## config.mk

```make
export PLATFORM = sky130hd
export DESIGN_NAME = waveform_minmax_column_decimator
export DESIGN_NICKNAME = d
export VERILOG_FILES = /design/src/rtl/core/wmcd_pkg.sv /design/src/rtl/core/wmcd_job_fifo.sv /design/src/rtl/core/wmcd_front.sv /design/src/rtl/core/wmcd_back.sv /design/src/rtl/core/waveform_minmax_column_decimator.sv
export SDC_FILE = /design/constraint.sdc
export NUM_CORES = 2
export LEC_CHECK = 0
export BUFFER_PORTS_ARGS = -buffer_cell sky130_fd_sc_hd__buf_2
export CAP_MARGIN = 20
export CORE_UTILIZATION = 58
export CTS_CLUSTER_SIZE = 24
export DETAILED_ROUTE_END_ITERATION = 16
export PLACE_DENSITY = 0.78
export SLEW_MARGIN = 20
export SYNTH_ARGS = -nofsm -noshare
export SYNTH_HDL_FRONTEND = slang
export SYNTH_SLANG_ARGS = --single-unit
```

## constraint.sdc

```tcl
create_clock -name clk -period 9.2 [get_ports clk]
set_input_delay 1.84 -clock clk [delete_from_list [all_inputs] [get_ports clk]]
set_output_delay 1.84 -clock clk [all_outputs]
set_load 0.01 [all_outputs]
```

## src/rtl/core/wmcd_pkg.sv

```systemverilog
// ----------------------------------------------------------------------------
// wmcd_pkg
// Types, constants and pixel math shared by the column decimator modules.
// ----------------------------------------------------------------------------
`timescale 1ns / 1ps

package wmcd_pkg;

    // Field and state widths
    localparam int SAMPLE_BITS = 16;
    localparam int FRAME_BITS  = 24;
    localparam int ERR_BITS    = 25;
    localparam int ACC_BITS    = ERR_BITS + 1;
    localparam int DIM_BITS    = 13;   // width/height registers and cur_x
    localparam int PIX_BITS    = 12;   // pixel coordinates on the output

    // Stream widths
    localparam int S_TDATA_BITS = 16;
    localparam int M_TDATA_BITS = 80;
    localparam int M_TUSER_BITS = 3;
    localparam int CFG_IDX_BITS = 3;

    // Clamp limits
    localparam logic [DIM_BITS-1:0] MAX_WIDTH  = 13'd4096;
    localparam logic [DIM_BITS-1:0] MAX_HEIGHT = 13'd4096;
    localparam logic [PIX_BITS-1:0] PIX_MAX    = 12'd4095;

    // Register reset values
    localparam logic [DIM_BITS-1:0]   RST_WIDTH_PX   = 13'd512;
    localparam logic [DIM_BITS-1:0]   RST_HEIGHT_PX  = 13'd256;
    localparam logic [FRAME_BITS-1:0] RST_VIEW_FIRST = 24'd0;
    localparam logic [FRAME_BITS-1:0] RST_VIEW_END   = 24'd1024;
    localparam logic [FRAME_BITS-1:0] RST_PLAY_FIRST = 24'd0;
    localparam logic [FRAME_BITS-1:0] RST_PLAY_LAST  = 24'd1023;
    localparam logic [FRAME_BITS-1:0] RST_LOOP_FIRST = 24'd0;
    localparam logic [FRAME_BITS-1:0] RST_LOOP_LAST  = 24'd1023;

    // Job queue depth between front and back end
    localparam int JOB_FIFO_DEPTH = 2;
    localparam int JOB_PTR_BITS   = $clog2(JOB_FIFO_DEPTH);
    localparam int JOB_CNT_BITS   = $clog2(JOB_FIFO_DEPTH + 1);

    // Configuration register indexes
    typedef enum logic [CFG_IDX_BITS-1:0] {
        CFG_WIDTH_PX   = 3'd0,
        CFG_HEIGHT_PX  = 3'd1,
        CFG_VIEW_FIRST = 3'd2,
        CFG_VIEW_END   = 3'd3,
        CFG_PLAY_FIRST = 3'd4,
        CFG_PLAY_LAST  = 3'd5,
        CFG_LOOP_FIRST = 3'd6,
        CFG_LOOP_LAST  = 3'd7
    } cfg_index_t;

    // Frame zone classes
    typedef enum logic [1:0] {
        ZONE_DEAD = 2'd0,
        ZONE_PLAY = 2'd1,
        ZONE_LOOP = 2'd2
    } zone_t;

    typedef enum logic {
        F_READY,
        F_WALK
    } front_state_t;

    typedef enum logic [2:0] {
        B_IDLE,
        B_LO,
        B_HI,
        B_FROM,
        B_OUT
    } back_state_t;

    // Configuration register file
    typedef struct packed {
        logic [DIM_BITS-1:0]   width_px;
        logic [DIM_BITS-1:0]   height_px;
        logic [FRAME_BITS-1:0] view_first;
        logic [FRAME_BITS-1:0] view_end;
        logic [FRAME_BITS-1:0] play_first;
        logic [FRAME_BITS-1:0] play_last;
        logic [FRAME_BITS-1:0] loop_first;
        logic [FRAME_BITS-1:0] loop_last;
    } cfg_t;

    // One drawing job: geometry settled, raw samples still to be scaled
    typedef struct packed {
        logic                          upsample;
        logic [PIX_BITS-1:0]           column_x;
        logic                          link_valid;
        logic [PIX_BITS-1:0]           link_x_from;
        logic                          link_to_high;  // connector ends at the max
        logic signed [SAMPLE_BITS-1:0] s_low;
        logic signed [SAMPLE_BITS-1:0] s_high;
        logic signed [SAMPLE_BITS-1:0] s_from;
        logic                          py_init;       // previous point y was reset
        logic [PIX_BITS-1:0]           py_init_val;
        zone_t                         zone;
    } job_t;

    // One finished result
    typedef struct packed {
        logic [PIX_BITS-1:0] column_x;
        logic [PIX_BITS-1:0] y_low;
        logic [PIX_BITS-1:0] y_high;
        logic                link_valid;
        logic [PIX_BITS-1:0] link_x_from;
        logic [PIX_BITS-1:0] link_y_from;
        logic [PIX_BITS-1:0] link_y_to;
        zone_t               zone;
        logic                upsample_mode;
    } result_t;

    // Width with zero read as one and clamped to the column limit
    function automatic logic [DIM_BITS-1:0] eff_width(input logic [DIM_BITS-1:0] w);
        logic [DIM_BITS-1:0] r;
        r = w;
        if (w == '0)
            r = DIM_BITS'(1);
        else if (w > MAX_WIDTH)
            r = MAX_WIDTH;
        return r;
    endfunction

    // Height clamped to the row limit
    function automatic logic [DIM_BITS-1:0] eff_height(input logic [DIM_BITS-1:0] h);
        return (h > MAX_HEIGHT) ? MAX_HEIGHT : h;
    endfunction

    // Pixel y of a sample: ((s + half scale) * h) >> SAMPLE_BITS, saturated
    function automatic logic [PIX_BITS-1:0] ypix(input logic signed [SAMPLE_BITS-1:0] s,
                                                 input logic [DIM_BITS-1:0] h);
        logic [SAMPLE_BITS-1:0]          off;
        logic [SAMPLE_BITS+DIM_BITS-1:0] prod;
        logic [DIM_BITS-1:0]             y;
        off  = {~s[SAMPLE_BITS-1], s[SAMPLE_BITS-2:0]};
        prod = (SAMPLE_BITS+DIM_BITS)'(off) * (SAMPLE_BITS+DIM_BITS)'(h);
        y    = prod[SAMPLE_BITS+DIM_BITS-1:SAMPLE_BITS];
        return (y > DIM_BITS'(PIX_MAX)) ? PIX_MAX : y[PIX_BITS-1:0];
    endfunction

endpackage

```

## src/rtl/core/wmcd_job_fifo.sv

```systemverilog
// ----------------------------------------------------------------------------
// wmcd_job_fifo
// Short queue of drawing jobs between the front end and the back end.
// ----------------------------------------------------------------------------
`timescale 1ns / 1ps

module wmcd_job_fifo
    import wmcd_pkg::*;
(
    input  logic clk,
    input  logic rst_n,
    input  logic push,
    input  job_t push_job,
    output logic full,
    input  logic pop,
    output job_t pop_job,
    output logic not_empty
);

    job_t                    entries_reg [JOB_FIFO_DEPTH];
    logic [JOB_PTR_BITS-1:0] wr_ptr_reg;
    logic [JOB_PTR_BITS-1:0] rd_ptr_reg;
    logic [JOB_CNT_BITS-1:0] count_reg;
    logic                    do_push;
    logic                    do_pop;

    assign full      = (count_reg == JOB_CNT_BITS'(JOB_FIFO_DEPTH));
    assign not_empty = (count_reg != '0);
    assign do_push   = push && !full;
    assign do_pop    = pop && not_empty;
    assign pop_job   = entries_reg[rd_ptr_reg];

    // Pointers and fill level
    always_ff @(posedge clk or negedge rst_n)
    begin
        if (!rst_n)
        begin
            wr_ptr_reg <= '0;
            rd_ptr_reg <= '0;
            count_reg  <= '0;
        end
        else
        begin
            if (do_push)
                wr_ptr_reg <= (wr_ptr_reg == JOB_PTR_BITS'(JOB_FIFO_DEPTH - 1)) ?
                              '0 : wr_ptr_reg + JOB_PTR_BITS'(1);
            if (do_pop)
                rd_ptr_reg <= (rd_ptr_reg == JOB_PTR_BITS'(JOB_FIFO_DEPTH - 1)) ?
                              '0 : rd_ptr_reg + JOB_PTR_BITS'(1);
            if (do_push && !do_pop)
                count_reg <= count_reg + JOB_CNT_BITS'(1);
            else if (do_pop && !do_push)
                count_reg <= count_reg - JOB_CNT_BITS'(1);
        end
    end

    // Entry storage
    always_ff @(posedge clk)
    begin
        if (do_push)
            entries_reg[wr_ptr_reg] <= push_job;
    end

endmodule

```

## src/rtl/core/wmcd_front.sv

```systemverilog
// ----------------------------------------------------------------------------
// wmcd_front
// Takes samples, keeps the sweep state and settles the geometry of each
// column or segment; pushes one drawing job per result into the queue.
// ----------------------------------------------------------------------------
`timescale 1ns / 1ps

module wmcd_front
    import wmcd_pkg::*;
(
    input  logic                          clk,
    input  logic                          rst_n,
    input  cfg_t                          cfg,
    input  logic                          in_valid,
    output logic                          in_ready,
    input  logic signed [SAMPLE_BITS-1:0] in_sample,
    input  logic                          in_sweep,
    output logic                          job_push,
    output job_t                          job,
    input  logic                          job_full
);

    front_state_t state_reg, state_next;

    // Sweep state
    logic                          run_valid_reg, run_valid_next;
    logic signed [SAMPLE_BITS-1:0] run_min_reg, run_min_next;
    logic signed [SAMPLE_BITS-1:0] run_max_reg, run_max_next;
    logic signed [SAMPLE_BITS-1:0] prev_min_reg, prev_min_next;
    logic signed [SAMPLE_BITS-1:0] prev_max_reg, prev_max_next;
    logic [PIX_BITS-1:0]           prev_x_reg, prev_x_next;
    logic [DIM_BITS-1:0]           cur_x_reg, cur_x_next;
    logic [ERR_BITS-1:0]           err_reg, err_next;
    logic [FRAME_BITS-1:0]         frame_reg, frame_next;
    logic                          py_init_reg, py_init_next;
    logic [PIX_BITS-1:0]           py_val_reg, py_val_next;

    // Upsample walk
    logic [ACC_BITS-1:0]           walk_acc_reg, walk_acc_next;
    logic [DIM_BITS-1:0]           walk_x_reg, walk_x_next;
    logic signed [SAMPLE_BITS-1:0] walk_sample_reg, walk_sample_next;
    zone_t                         walk_zone_reg, walk_zone_next;

    logic [DIM_BITS-1:0]   w;
    logic [DIM_BITS-1:0]   h;
    logic [FRAME_BITS-1:0] vis;
    logic                  reversed;
    logic                  up_mode;
    logic                  accept;

    // State as seen after an optional sweep restart
    logic                          run_valid_e;
    logic signed [SAMPLE_BITS-1:0] prev_min_e;
    logic signed [SAMPLE_BITS-1:0] prev_max_e;
    logic [PIX_BITS-1:0]           prev_x_e;
    logic [DIM_BITS-1:0]           cur_x_e;
    logic [ERR_BITS-1:0]           err_e;
    logic [FRAME_BITS-1:0]         frame_e;
    logic                          py_init_e;
    logic [PIX_BITS-1:0]           py_val_e;

    logic                          active;
    logic                          walk_go;
    zone_t                         zone;
    logic signed [SAMPLE_BITS-1:0] new_min;
    logic signed [SAMPLE_BITS-1:0] new_max;
    logic [ACC_BITS-1:0]           err_sum;
    logic [ERR_BITS-1:0]           err1;
    logic [ERR_BITS-1:0]           err2;
    logic                          emit;
    logic                          link_below;
    logic                          link_above;
    logic                          walk_done;
    logic                          walk_abort;
    logic [ACC_BITS-1:0]           walk_rem;
    logic [DIM_BITS:0]             walk_x_inc;
    logic                          dec_push;
    logic                          up_push;

    // Effective dimensions and view
    assign w        = eff_width(cfg.width_px);
    assign h        = eff_height(cfg.height_px);
    assign vis      = cfg.view_end - cfg.view_first;
    assign reversed = (cfg.view_end < cfg.view_first);
    assign up_mode  = (FRAME_BITS'(w) >= vis);
    assign accept   = in_valid && in_ready;

    // Sweep restart overlay
    always_comb
    begin
        run_valid_e = in_sweep ? 1'b0 : run_valid_reg;
        prev_min_e  = in_sweep ? '0 : prev_min_reg;
        prev_max_e  = in_sweep ? '0 : prev_max_reg;
        prev_x_e    = in_sweep ? '0 : prev_x_reg;
        cur_x_e     = in_sweep ? '0 : cur_x_reg;
        err_e       = in_sweep ? '0 : err_reg;
        frame_e     = in_sweep ? cfg.view_first : frame_reg;
        py_init_e   = in_sweep ? 1'b1 : py_init_reg;
        py_val_e    = in_sweep ? h[DIM_BITS-1:1] : py_val_reg;
    end

    assign active  = !reversed && (frame_e < cfg.view_end);
    assign walk_go = accept && active && up_mode && (cur_x_e < w);

    // Zone of the current frame
    always_comb
    begin
        if ((frame_e < cfg.play_first) || (frame_e > cfg.play_last))
            zone = ZONE_DEAD;
        else if ((frame_e >= cfg.loop_first) && (frame_e <= cfg.loop_last))
            zone = ZONE_LOOP;
        else
            zone = ZONE_PLAY;
    end

    // Decimation: running extremes, accumulator and connector choice
    assign new_min    = (!run_valid_e || (in_sample < run_min_reg)) ? in_sample : run_min_reg;
    assign new_max    = (!run_valid_e || (in_sample > run_max_reg)) ? in_sample : run_max_reg;
    assign err_sum    = ACC_BITS'(err_e) + ACC_BITS'(w);
    assign err1       = err_sum[ERR_BITS-1:0];
    assign emit       = (err1 >= ERR_BITS'(vis));
    assign err2       = err1 - ERR_BITS'(vis);
    assign link_below = (new_max < prev_min_e);
    assign link_above = !link_below && (new_min > prev_max_e);

    // Upsample walk step
    assign walk_done  = (walk_acc_reg >= ACC_BITS'(w));
    assign walk_x_inc = {1'b0, walk_x_reg} + (DIM_BITS+1)'(1);
    assign walk_abort = !walk_done && (walk_x_inc >= {1'b0, w});
    assign walk_rem   = walk_acc_reg - ACC_BITS'(w);

    assign dec_push = (state_reg == F_READY) && accept && active && !up_mode && emit;
    assign up_push  = (state_reg == F_WALK) && walk_done && !job_full;

    // Next state
    always_comb
    begin
        state_next = state_reg;
        unique case (state_reg)
            F_READY:
            begin
                if (walk_go)
                    state_next = F_WALK;
            end
            F_WALK:
            begin
                if (up_push || walk_abort)
                    state_next = F_READY;
            end
            default: state_next = F_READY;
        endcase
    end

    // Handshake and job outputs
    always_comb
    begin
        in_ready = (state_reg == F_READY) && !job_full;
        job_push = dec_push || up_push;
        job      = '0;
        if (state_reg == F_WALK)
        begin
            job.upsample    = 1'b1;
            job.column_x    = walk_x_reg[PIX_BITS-1:0];
            job.link_valid  = 1'b1;
            job.link_x_from = prev_x_reg;
            job.s_low       = walk_sample_reg;
            job.s_high      = walk_sample_reg;
            job.s_from      = walk_sample_reg;
            job.py_init     = py_init_reg;
            job.py_init_val = py_val_reg;
            job.zone        = walk_zone_reg;
        end
        else
        begin
            job.column_x     = cur_x_e[PIX_BITS-1:0];
            job.link_valid   = link_below || link_above;
            job.link_x_from  = (link_below || link_above) ? prev_x_e : '0;
            job.link_to_high = link_below;
            job.s_low        = new_min;
            job.s_high       = new_max;
            job.s_from       = link_below ? prev_min_e : prev_max_e;
            job.zone         = zone;
        end
    end

    // Sweep state update
    always_comb
    begin
        run_valid_next   = run_valid_reg;
        run_min_next     = run_min_reg;
        run_max_next     = run_max_reg;
        prev_min_next    = prev_min_reg;
        prev_max_next    = prev_max_reg;
        prev_x_next      = prev_x_reg;
        cur_x_next       = cur_x_reg;
        err_next         = err_reg;
        frame_next       = frame_reg;
        py_init_next     = py_init_reg;
        py_val_next      = py_val_reg;
        walk_acc_next    = walk_acc_reg;
        walk_x_next      = walk_x_reg;
        walk_sample_next = walk_sample_reg;
        walk_zone_next   = walk_zone_reg;

        if ((state_reg == F_READY) && accept)
        begin
            run_valid_next = run_valid_e;
            prev_min_next  = prev_min_e;
            prev_max_next  = prev_max_e;
            prev_x_next    = prev_x_e;
            cur_x_next     = cur_x_e;
            err_next       = err_e;
            frame_next     = frame_e;
            py_init_next   = py_init_e;
            py_val_next    = py_val_e;
            if (walk_go)
            begin
                walk_acc_next    = ACC_BITS'(err_e) + ACC_BITS'(vis);
                walk_x_next      = cur_x_e;
                walk_sample_next = in_sample;
                walk_zone_next   = zone;
            end
            else if (active && !up_mode)
            begin
                run_min_next = new_min;
                run_max_next = new_max;
                frame_next   = frame_e + FRAME_BITS'(1);
                if (emit)
                begin
                    err_next       = err2;
                    prev_x_next    = cur_x_e[PIX_BITS-1:0];
                    cur_x_next     = cur_x_e + DIM_BITS'(1);
                    prev_min_next  = new_min;
                    prev_max_next  = new_max;
                    run_valid_next = 1'b0;
                end
                else
                begin
                    err_next       = err1;
                    run_valid_next = 1'b1;
                end
            end
        end
        else if (state_reg == F_WALK)
        begin
            if (up_push)
            begin
                err_next     = walk_rem[ERR_BITS-1:0];
                prev_x_next  = walk_x_reg[PIX_BITS-1:0];
                cur_x_next   = walk_x_inc[DIM_BITS-1:0];
                frame_next   = frame_reg + FRAME_BITS'(1);
                py_init_next = 1'b0;
            end
            else if (walk_abort)
            begin
                cur_x_next = w;
            end
            else if (!walk_done)
            begin
                walk_x_next   = walk_x_inc[DIM_BITS-1:0];
                walk_acc_next = walk_acc_reg + ACC_BITS'(vis);
            end
        end
    end

    // Control and sweep registers
    always_ff @(posedge clk or negedge rst_n)
    begin
        if (!rst_n)
        begin
            state_reg     <= F_READY;
            run_valid_reg <= 1'b0;
            run_min_reg   <= '0;
            run_max_reg   <= '0;
            prev_min_reg  <= '0;
            prev_max_reg  <= '0;
            prev_x_reg    <= '0;
            cur_x_reg     <= '0;
            err_reg       <= '0;
            frame_reg     <= RST_VIEW_FIRST;
            py_init_reg   <= 1'b1;
            py_val_reg    <= RST_HEIGHT_PX[DIM_BITS-1:1];
        end
        else
        begin
            state_reg     <= state_next;
            run_valid_reg <= run_valid_next;
            run_min_reg   <= run_min_next;
            run_max_reg   <= run_max_next;
            prev_min_reg  <= prev_min_next;
            prev_max_reg  <= prev_max_next;
            prev_x_reg    <= prev_x_next;
            cur_x_reg     <= cur_x_next;
            err_reg       <= err_next;
            frame_reg     <= frame_next;
            py_init_reg   <= py_init_next;
            py_val_reg    <= py_val_next;
        end
    end

    // Walk payload
    always_ff @(posedge clk)
    begin
        walk_acc_reg    <= walk_acc_next;
        walk_x_reg      <= walk_x_next;
        walk_sample_reg <= walk_sample_next;
        walk_zone_reg   <= walk_zone_next;
    end

endmodule

```

## src/rtl/core/wmcd_back.sv

```systemverilog
// ----------------------------------------------------------------------------
// wmcd_back
// Pops drawing jobs, scales their samples to pixel y on one shared
// multiplier and hands finished results to the output register.
// ----------------------------------------------------------------------------
`timescale 1ns / 1ps

module wmcd_back
    import wmcd_pkg::*;
(
    input  logic                clk,
    input  logic                rst_n,
    input  logic [DIM_BITS-1:0] height_px,
    input  logic                job_valid,
    input  job_t                job,
    output logic                job_pop,
    output logic                out_valid,
    input  logic                out_ready,
    output result_t             out_result
);

    back_state_t state_reg, state_next;

    job_t                job_reg;
    logic [PIX_BITS-1:0] y_lo_reg;
    logic [PIX_BITS-1:0] y_hi_reg;
    logic [PIX_BITS-1:0] y_from_reg;
    logic [PIX_BITS-1:0] prev_y_reg;
    logic                out_valid_reg;
    result_t             result_reg;

    logic [DIM_BITS-1:0]           h;
    logic signed [SAMPLE_BITS-1:0] mul_sample;
    logic [PIX_BITS-1:0]           y_calc;
    logic                          out_free;
    logic                          load_out;
    result_t                       result_next;

    assign h          = eff_height(height_px);
    assign out_free   = !out_valid_reg || out_ready;
    assign out_valid  = out_valid_reg;
    assign out_result = result_reg;

    // Shared scaler: one sample per step
    always_comb
    begin
        case (state_reg)
            B_HI:    mul_sample = job_reg.s_high;
            B_FROM:  mul_sample = job_reg.s_from;
            default: mul_sample = job_reg.s_low;
        endcase
    end

    assign y_calc = ypix(mul_sample, h);

    // Next state
    always_comb
    begin
        state_next = state_reg;
        unique case (state_reg)
            B_IDLE:
            begin
                if (job_valid)
                    state_next = B_LO;
            end
            B_LO:
            begin
                state_next = job_reg.upsample ? B_OUT : B_HI;
            end
            B_HI:
            begin
                state_next = job_reg.link_valid ? B_FROM : B_OUT;
            end
            B_FROM:
            begin
                state_next = B_OUT;
            end
            B_OUT:
            begin
                if (out_free)
                    state_next = B_IDLE;
            end
            default: state_next = B_IDLE;
        endcase
    end

    // Control outputs
    always_comb
    begin
        job_pop  = (state_reg == B_IDLE) && job_valid;
        load_out = (state_reg == B_OUT) && out_free;
    end

    // Result assembly
    always_comb
    begin
        result_next             = '0;
        result_next.column_x    = job_reg.column_x;
        result_next.zone        = job_reg.zone;
        result_next.link_valid  = job_reg.link_valid;
        result_next.link_x_from = job_reg.link_x_from;
        result_next.y_low       = y_lo_reg;
        if (job_reg.upsample)
        begin
            result_next.y_high        = y_lo_reg;
            result_next.link_y_from   = job_reg.py_init ? job_reg.py_init_val : prev_y_reg;
            result_next.link_y_to     = y_lo_reg;
            result_next.upsample_mode = 1'b1;
        end
        else
        begin
            result_next.y_high = y_hi_reg;
            if (job_reg.link_valid)
            begin
                result_next.link_y_from = y_from_reg;
                result_next.link_y_to   = job_reg.link_to_high ? y_hi_reg : y_lo_reg;
            end
        end
    end

    // Control registers
    always_ff @(posedge clk or negedge rst_n)
    begin
        if (!rst_n)
        begin
            state_reg     <= B_IDLE;
            out_valid_reg <= 1'b0;
        end
        else
        begin
            state_reg <= state_next;
            if (load_out)
                out_valid_reg <= 1'b1;
            else if (out_ready)
                out_valid_reg <= 1'b0;
        end
    end

    // Job, scaled values and output payload
    always_ff @(posedge clk)
    begin
        if (job_pop)
            job_reg <= job;
        if (state_reg == B_LO)
            y_lo_reg <= y_calc;
        if (state_reg == B_HI)
            y_hi_reg <= y_calc;
        if (state_reg == B_FROM)
            y_from_reg <= y_calc;
        if (load_out)
        begin
            result_reg <= result_next;
            if (job_reg.upsample)
                prev_y_reg <= y_lo_reg;
        end
    end

endmodule

```

## src/rtl/core/waveform_minmax_column_decimator.sv

```systemverilog
// ----------------------------------------------------------------------------
// waveform_minmax_column_decimator
// Min/max peak decimation of a sample sweep onto waveform pixel columns.
// ----------------------------------------------------------------------------
// Samples of one sweep enter on the s_ side; each gives at most one result on
// the m_ side, either a min/max column with an optional connector (more
// visible frames than columns) or a line segment (at least as many columns as
// frames). In decimation mode the front end takes a sample every cycle while
// the two-entry job queue has room. In upsample mode it takes a sample, then
// walks the error accumulator column by column, taking no new sample until
// the walk pushes its segment or passes the last column. The back end scales
// to pixel y one sample at a time on a single multiplier (a segment's low;
// a column's low, high and connector start if any); it sets the column rate.
// Registers are written through cfg_wen/cfg_index/cfg_data and take effect
// from the next sample; write them only while the block is idle.
`timescale 1ns / 1ps

module waveform_minmax_column_decimator
    import wmcd_pkg::*;
(
    input  logic                    clk,
    input  logic                    rst_n,
    // Sample stream
    input  logic                    s_tvalid,
    output logic                    s_tready,
    input  logic [S_TDATA_BITS-1:0] s_tdata,   // [15:0] sample_value
    input  logic                    s_tuser,   // [0] sweep_start
    // Result stream
    output logic                    m_tvalid,
    input  logic                    m_tready,
    // [11:0] column_x, [23:12] y_low, [35:24] y_high, [36] link_valid,
    // [48:37] link_x_from, [60:49] link_y_from, [72:61] link_y_to, rest zero
    output logic [M_TDATA_BITS-1:0] m_tdata,
    output logic [M_TUSER_BITS-1:0] m_tuser,   // [1:0] zone, [2] upsample_mode
    // Register writes
    input  logic                    cfg_wen,
    input  logic [CFG_IDX_BITS-1:0] cfg_index,
    input  logic [FRAME_BITS-1:0]   cfg_data
);

    cfg_t    cfg_reg;
    logic    job_push;
    job_t    push_job;
    logic    job_full;
    logic    job_pop;
    job_t    pop_job;
    logic    job_valid;
    result_t result;

    // Configuration registers
    always_ff @(posedge clk or negedge rst_n)
    begin
        if (!rst_n)
        begin
            cfg_reg.width_px   <= RST_WIDTH_PX;
            cfg_reg.height_px  <= RST_HEIGHT_PX;
            cfg_reg.view_first <= RST_VIEW_FIRST;
            cfg_reg.view_end   <= RST_VIEW_END;
            cfg_reg.play_first <= RST_PLAY_FIRST;
            cfg_reg.play_last  <= RST_PLAY_LAST;
            cfg_reg.loop_first <= RST_LOOP_FIRST;
            cfg_reg.loop_last  <= RST_LOOP_LAST;
        end
        else if (cfg_wen)
        begin
            unique case (cfg_index_t'(cfg_index))
                CFG_WIDTH_PX:   cfg_reg.width_px   <= cfg_data[DIM_BITS-1:0];
                CFG_HEIGHT_PX:  cfg_reg.height_px  <= cfg_data[DIM_BITS-1:0];
                CFG_VIEW_FIRST: cfg_reg.view_first <= cfg_data;
                CFG_VIEW_END:   cfg_reg.view_end   <= cfg_data;
                CFG_PLAY_FIRST: cfg_reg.play_first <= cfg_data;
                CFG_PLAY_LAST:  cfg_reg.play_last  <= cfg_data;
                CFG_LOOP_FIRST: cfg_reg.loop_first <= cfg_data;
                CFG_LOOP_LAST:  cfg_reg.loop_last  <= cfg_data;
                default: ;
            endcase
        end
    end

    // Front end: sweep state and geometry
    wmcd_front u_front (
        .clk       (clk),
        .rst_n     (rst_n),
        .cfg       (cfg_reg),
        .in_valid  (s_tvalid),
        .in_ready  (s_tready),
        .in_sample (signed'(s_tdata[SAMPLE_BITS-1:0])),
        .in_sweep  (s_tuser),
        .job_push  (job_push),
        .job       (push_job),
        .job_full  (job_full)
    );

    // Job queue
    wmcd_job_fifo u_job_fifo (
        .clk       (clk),
        .rst_n     (rst_n),
        .push      (job_push),
        .push_job  (push_job),
        .full      (job_full),
        .pop       (job_pop),
        .pop_job   (pop_job),
        .not_empty (job_valid)
    );

    // Back end: pixel scaling and output register
    wmcd_back u_back (
        .clk        (clk),
        .rst_n      (rst_n),
        .height_px  (cfg_reg.height_px),
        .job_valid  (job_valid),
        .job        (pop_job),
        .job_pop    (job_pop),
        .out_valid  (m_tvalid),
        .out_ready  (m_tready),
        .out_result (result)
    );

    // Result packing
    assign m_tdata = {7'd0, result.link_y_to, result.link_y_from, result.link_x_from,
                      result.link_valid, result.y_high, result.y_low, result.column_x};
    assign m_tuser = {result.upsample_mode, result.zone};

endmodule

```

# Word level (Yosys, flattened, before mapping)
# Memory sizes are Yosys's and may differ from the RTL's. A register that Yosys moved wholly into a read port is not among the register bits.
# Index checks and enable logic that the tools add are counted.
# word_totals
reg_bits	512
ram_bits	180
elab_cells	257
n_memories	1
# classes
addsub	14
multipliers	1
order_cmp	18
n_eq_ne	19
mux	95
bitwise	3
n_reduce_logical	64
# mem_list
memory	depth	width	read_ports	rd_ports_with_merged_regs	write_ports	line	source
u_job_fifo.entries_reg	2	90	1	1	1	wmcd_job_fifo.sv:20	job_t entries_reg [JOB_FIFO_DEPTH];
# ops
operator	count
$mux W13	18
$mux W25	8
$mux W24	8
$mux W16	11
$mux W26	6
$mux W12	12
$lt A24 B24 Y1	3
$add A24 B1 Y24 const B	2
$mux W48	1
$gt A16 B16 Y1	2
$lt A16 B16 Y1	2
$pmux W16 S2	1
$mul A16 B13 Y29	1
$reduce_and A2 Y1	14
$add A25 B24 Y26	1
$add A26 B24 Y26	1
$ge A26 B13 Y1	1
$gt A13 B13 Y1 const B	2
$add A25 B13 Y25	1
$ge A25 B24 Y1	1
$sub A25 B13 Y25	1
$sub A25 B24 Y25	1
$ge A13 B24 Y1	1
$ge A24 B24 Y1	1
32 further kinds	114

# Depth between registers and ports, before layout
# logic_depth
ltp_word	14
mapped_depth	34

# Cells and area by module
# A second synthesis with hierarchy kept.
# unflattened
cells_unflattened	4741
area_unflattened_um2	50522.2
# by_module_without_submodules
mod	instances	cells_each	area_each_um2	seq_area_each_um2
wmcd_front	1	2869	22848.2	5542.8
wmcd_back	1	1197	14177.3	6526.3
waveform_minmax_column_decimator	1	376	6755.2	4282.9
wmcd_job_fifo	1	299	6741.5	5505.3

# Least setup slack after synthesis
# OpenSTA, ideal clock, no wires.
# synth_timing
kind	input to register
startpoint	input port s_tuser
endpoint	memory u_job_fifo.entries_reg[0][0] (netlist name) (enable)
arrival_ns	11.692
required_ns	8.631
slack_ns	-3.061
path_stages	29
n_path_buf	9
cell_sequence	buf_2 buf_1 clkbuf_1 clkbuf_1 clkbuf_1 clkbuf_1 nor2b_1 ha_1 fa_1 a211oi_1 o21ai_0 nand3_1 a21bo_2 nor4_1 and3_1 xnor2_1 nor2_1 ha_1 nand3_1 nor3_1 a31oi_1 o21ai_0 or3b_2 clkbuf_1 nand2_1 buf_2 a211o_1 buf_2 a21oi_1
# synth_between
elab_chain_cells	10
elab_cells_between_ends	13
cone_classes	add/sub: 1; order compare: 2; mux: 4; reduce/logical: 6
# synth_rtl
item	line	source
from (decl)	waveform_minmax_column_decimator.sv:27	input logic s_tuser,
parallel branches: the longest is 5 deep, another holds $add A25 B13 Y25	n/a	
$logic_and A1 B1 Y1 (*)	wmcd_front.sv:132	assign dec_push = (state_reg == F_READY) && accept && active && !up_mode && emit;
$logic_or A1 B1 Y1 (*)	wmcd_front.sv:158	job_push = dec_push || up_push;
$logic_and A1 B1 Y1 (*)	wmcd_job_fifo.sv:29	assign do_push = push && !full;
$mux W1 (*)	wmcd_job_fifo.sv:60	if (do_push)
$mux W1 (not written as such) (*)	wmcd_job_fifo.sv:61	entries_reg[wr_ptr_reg] <= push_job;
to (decl)	wmcd_job_fifo.sv:20	
# Every way passes the cells marked *.

# Final worst setup path
# layout_timing
startpoint	input port s_tuser
endpoint	memory u_job_fifo.entries_reg[0][44] (netlist name) (enable)
# Same word-level chain as after synthesis.

==> flow_metrics.env <==
export IMPL_result_of_the_run="finished, final reports clean"
export IMPL_firstDrtPassIters=6
export IMPL_worst_path_max_fanout=90
export IMPL_cp_data_arrival_time_ns=7.95
export IMPL_grt_pass1_wl_mm=212
export IMPL_crit_end_category="register"
export IMPL_mostFrequentLayoutCell="inv_1"
export IMPL_area_growth_syn_to_layout_pct=9.66
export IMPL_pre_cts_slack_ns=1.16
export IMPL_total_cts_buffers=84
export IMPL_ant_nets=0
export IMPL_dominant_combinational_cell_family_by_area_after_synthesis="adder cells"
export IMPL_drive_gt1_share_pct=13.8
export IMPL_yosys_top_cells_area="edfxtp_1 27%, dfrtp_1 15%, ha_1 9.7%, mux2_2 6.4%, fa_1 6.3%"
export IMPL_place_hpwl_mm=99.9
export IMPL_finalSetupTns_ns=0
export IMPL_setup_viol=0
export IMPL_first_global_vias=36826
export IMPL_pwr_density_cell_mw_per_mm2=416
export IMPL_synth_fa_ha_area_share_pct=16.0
export IMPL_critical_path_class="in2reg"
export IMPL_yosysSeqAreaShare_pct=43.5
export IMPL_hold_path_class="reg2reg"
export IMPL_worst_slew_pin_slew_ns=1.21
export IMPL_routed_via_count=37542
export IMPL_final_layout_fill_cell_count=6603
export IMPL_routed_wirelength_mm=137
export IMPL_yosys_area_share_xor_xnor_pct=2.75
export IMPL_grt_start_max_net_pins=115
export IMPL_cellLeakagePower_nw=23.9
export IMPL_largest_reg_flops=180
export IMPL_post_synth_cell_area_avg_um2=10.4
export IMPL_fin_skew_ns=0.0238
export IMPL_total_power_mw=22.9
export IMPL_synth_top_cell_by_area="edfxtp_1"
export IMPL_clock_slew_seen_by_the_registers_of_the_worst_setup_and_hold_paths_ns=0.06
export IMPL_yosysUniqueCellTypes=84
export IMPL_netlist_instances=4815
export IMPL_vias_per_cell=6.14
export IMPL_fmax_ghz=0.130
export IMPL_max_slew_margin_rel_pct=18.4
export IMPL_synth_edff_count=451
export IMPL_overall_track_demand_over_capacity_in_global_routing_pct=31.5
export IMPL_drc=0
export IMPL_netlist_area_mm2=0.0503
export IMPL_cts_resized=0
export IMPL_synth_seq_cells=782
export IMPL_tritoncts="yes"
export IMPL_placer_s_final_routability_congestion_estimate=0.965
export IMPL_worst_endpoint_required_ns=9.48
export IMPL_clock_tree_buffer_depth=3
export IMPL_finalCritPeriodShare_pct=83.3
export IMPL_async_flop_share_pct=42.3
export IMPL_core_area_mm2=0.0855
export IMPL_buffer_ports_inserted=126
export IMPL_synthMuxAreaShare_pct=7.61
export IMPL_commonest_register_cell_after_synthesis="edfxtp_1"
export IMPL_irDropWorstVdd_v=0.000505
export IMPL_hold_violation_total_from_the_final_report=0
export IMPL_die_y_um=296
export IMPL_worst_skew_pair_latency_ns=0.66
export IMPL_root_buffer_cell="clkbuf_16"
export IMPL_die_span_in_x_um=296
export IMPL_cts_hold_buffers_added=0
export IMPL_grt_setup_unrepaired="no"
export IMPL_cts_sink_count=782
export IMPL_floorplan_die_area_mm2=0.0879
export IMPL_startpoint_type="input port"
export IMPL_fin_nets=5499
export IMPL_h_tree_depth=3
export IMPL_initialDrtViolationCount=3379
export IMPL_maxSlewViolCount=0
export IMPL_ys_warnings_count=0
export IMPL_initial_utilization_pct=58.8
export IMPL_synth_area_in_compound_gates_pct=12.4
export IMPL_most_common_layout_cells="515 x inv_1, 451 x edfxtp_1, 413 x nand2_1"
export IMPL_synth_simple_gate_area_share_pct=12.3
export IMPL_layout_setup_ws_ns=1.53
export IMPL_maxCapViolCount=0
export IMPL_timing_final_crit_period_ns=7.67
export IMPL_num_rows=107
export IMPL_grt_remaining_overflow=0
export IMPL_initial_antenna_violation_count=6
export IMPL_netlist_area_leader_share_pct=26.9
export IMPL_cts_setup_buffers=0
export IMPL_ios=134
export IMPL_wl_per_cell_um=22.4
## cells by family (layout without fill, tap and decap cells)
kind of cell,Yosys count,after routing
AND/OR/NAND/NOR,1295,1295
AO/OA/AOI/OAI,969,969
flip-flops,782,782
buffers and inverters,714,864
adder cells (fa/ha/maj),549,549
multiplexers,347,347
XOR/XNOR,158,158
other,1,11
## report_power, final
| part | total, mW | leakage (nW) | internal [mW] | switching, mW |
|---|---|---|---|---|
| clock network | 3.52 | 1.41 | 2.06 | 1.47 |
| logic | 13.4 | 14.3 | 5.24 | 8.11 |
| registers | 6.07 | 8.18 | 5.46 | 0.607 |
## stage by stage
| step | instance area [µm²] | utilization [%] | cells | hold WS (ns) |
|---|---|---|---|---|
| 3_5_place_dp | 52200 | 61.1 | 5959 | 0.405 |
| 2_1_floorplan | 50300 | - | 4821 | 0.400 |
| 6_report | 55100 | 64.4 | 6119 | 0.418 |
| 3_3_place_gp | 52200 | 61.1 | 5959 | 0.402 |
| 4_1_cts | 55100 | 64.4 | 6115 | 0.419 |
| 5_1_grt | 55100 | 64.4 | 6117 | 0.421 |
## layer usage
layer  vias up  wire [µm]  track usage (%)
met2      1611      61800             48.7
met1     18489      57900             43.1
met4         2       5140             12.6
li1      17129          -                -
met5         -         13                0
met3       311      11900             6.96
## cell usage after synthesis (21+ instances only)
cell type    n
inv_1      517
edfxtp_1   451
nand2_1    414
ha_1       391
nor2_1     318
dfrtp_1    306
a21oi_1    289
mux2_2     284
o21ai_0    203
clkbuf_1   160
fa_1       158
nand2b_1   107
xnor2_1     99
a21o_1      94
nand3_1     81
nor3_1      75
mux2i_1     63
nor2b_1     63
xor2_1      59
o21a_1      52
nand4_1     51
and3_1      47
and2_1      46
a211oi_1    41
a22o_1      39
dfstp_2     25
o211ai_1    25
a31oi_1     22
a2111oi_0   21
## critical path: stages
cell and delay, ns:
buf_4 0.29, buf_4 0.58, nor2b_1 0.15, ha_1 0.37, nor3_1 0.07, nor2_1 0.22, nand3_1 0.18, a21bo_2 0.31
nor4_1 0.47, and3_1 0.25, xnor2_1 0.13, nor2_1 0.06, ha_1 0.39, nand3_1 0.16, nor3_1 0.29, a31oi_1 0.12
o21ai_0 0.14, or3b_2 0.26, nand2_1 0.26, a211o_1 0.37, buf_4 0.28, a21oi_4 0.19, buf_12 0.44
## final timing paths
path	slack, ns	end	depth (start not counted)	startpoint
setup / recovery	1.53	u_job_fifo.entries_reg[0][44]$_DFFE_PP_	23	s_tuser
hold / removal	0.42	u_back.out_result[66]$_DFFE_PP_	0	u_back.job_reg[79]$_DFFE_PP_
setup reg to reg	1.75	u_back.y_hi_reg[0]$_DFFE_PN_	22	u_back.state_reg[2]$_DFFE_PN0P_
hold reg to reg	0.42	u_back.out_result[66]$_DFFE_PP_	0	u_back.job_reg[79]$_DFFE_PP_
max in group asynchronous	6.39	cfg_reg[160]$_DFFE_PN0P_	2	rst_n
min in group asynchronous	1.27	cfg_reg[93]$_DFFE_PN0P_	1	rst_n
## area by class of cell
| type | count | area (µm²) | area share, % |
|---|---|---|---|
| multi-input cells | 3325 | 25800 | 46.9 |
| flip-flops and latches | 782 | 21900 | 39.7 |
| clock buffers | 119 | 2390 | 4.33 |
| inverters | 517 | 1940 | 3.52 |
| well taps | 1144 | 1430 | 2.60 |
| repair buffers | 191 | 1180 | 2.14 |
| clock inverters | 37 | 487 | 0.883 |
| diodes | 4 | 10.0 | 0.0182 |
(Power assumes the default switching activity.)
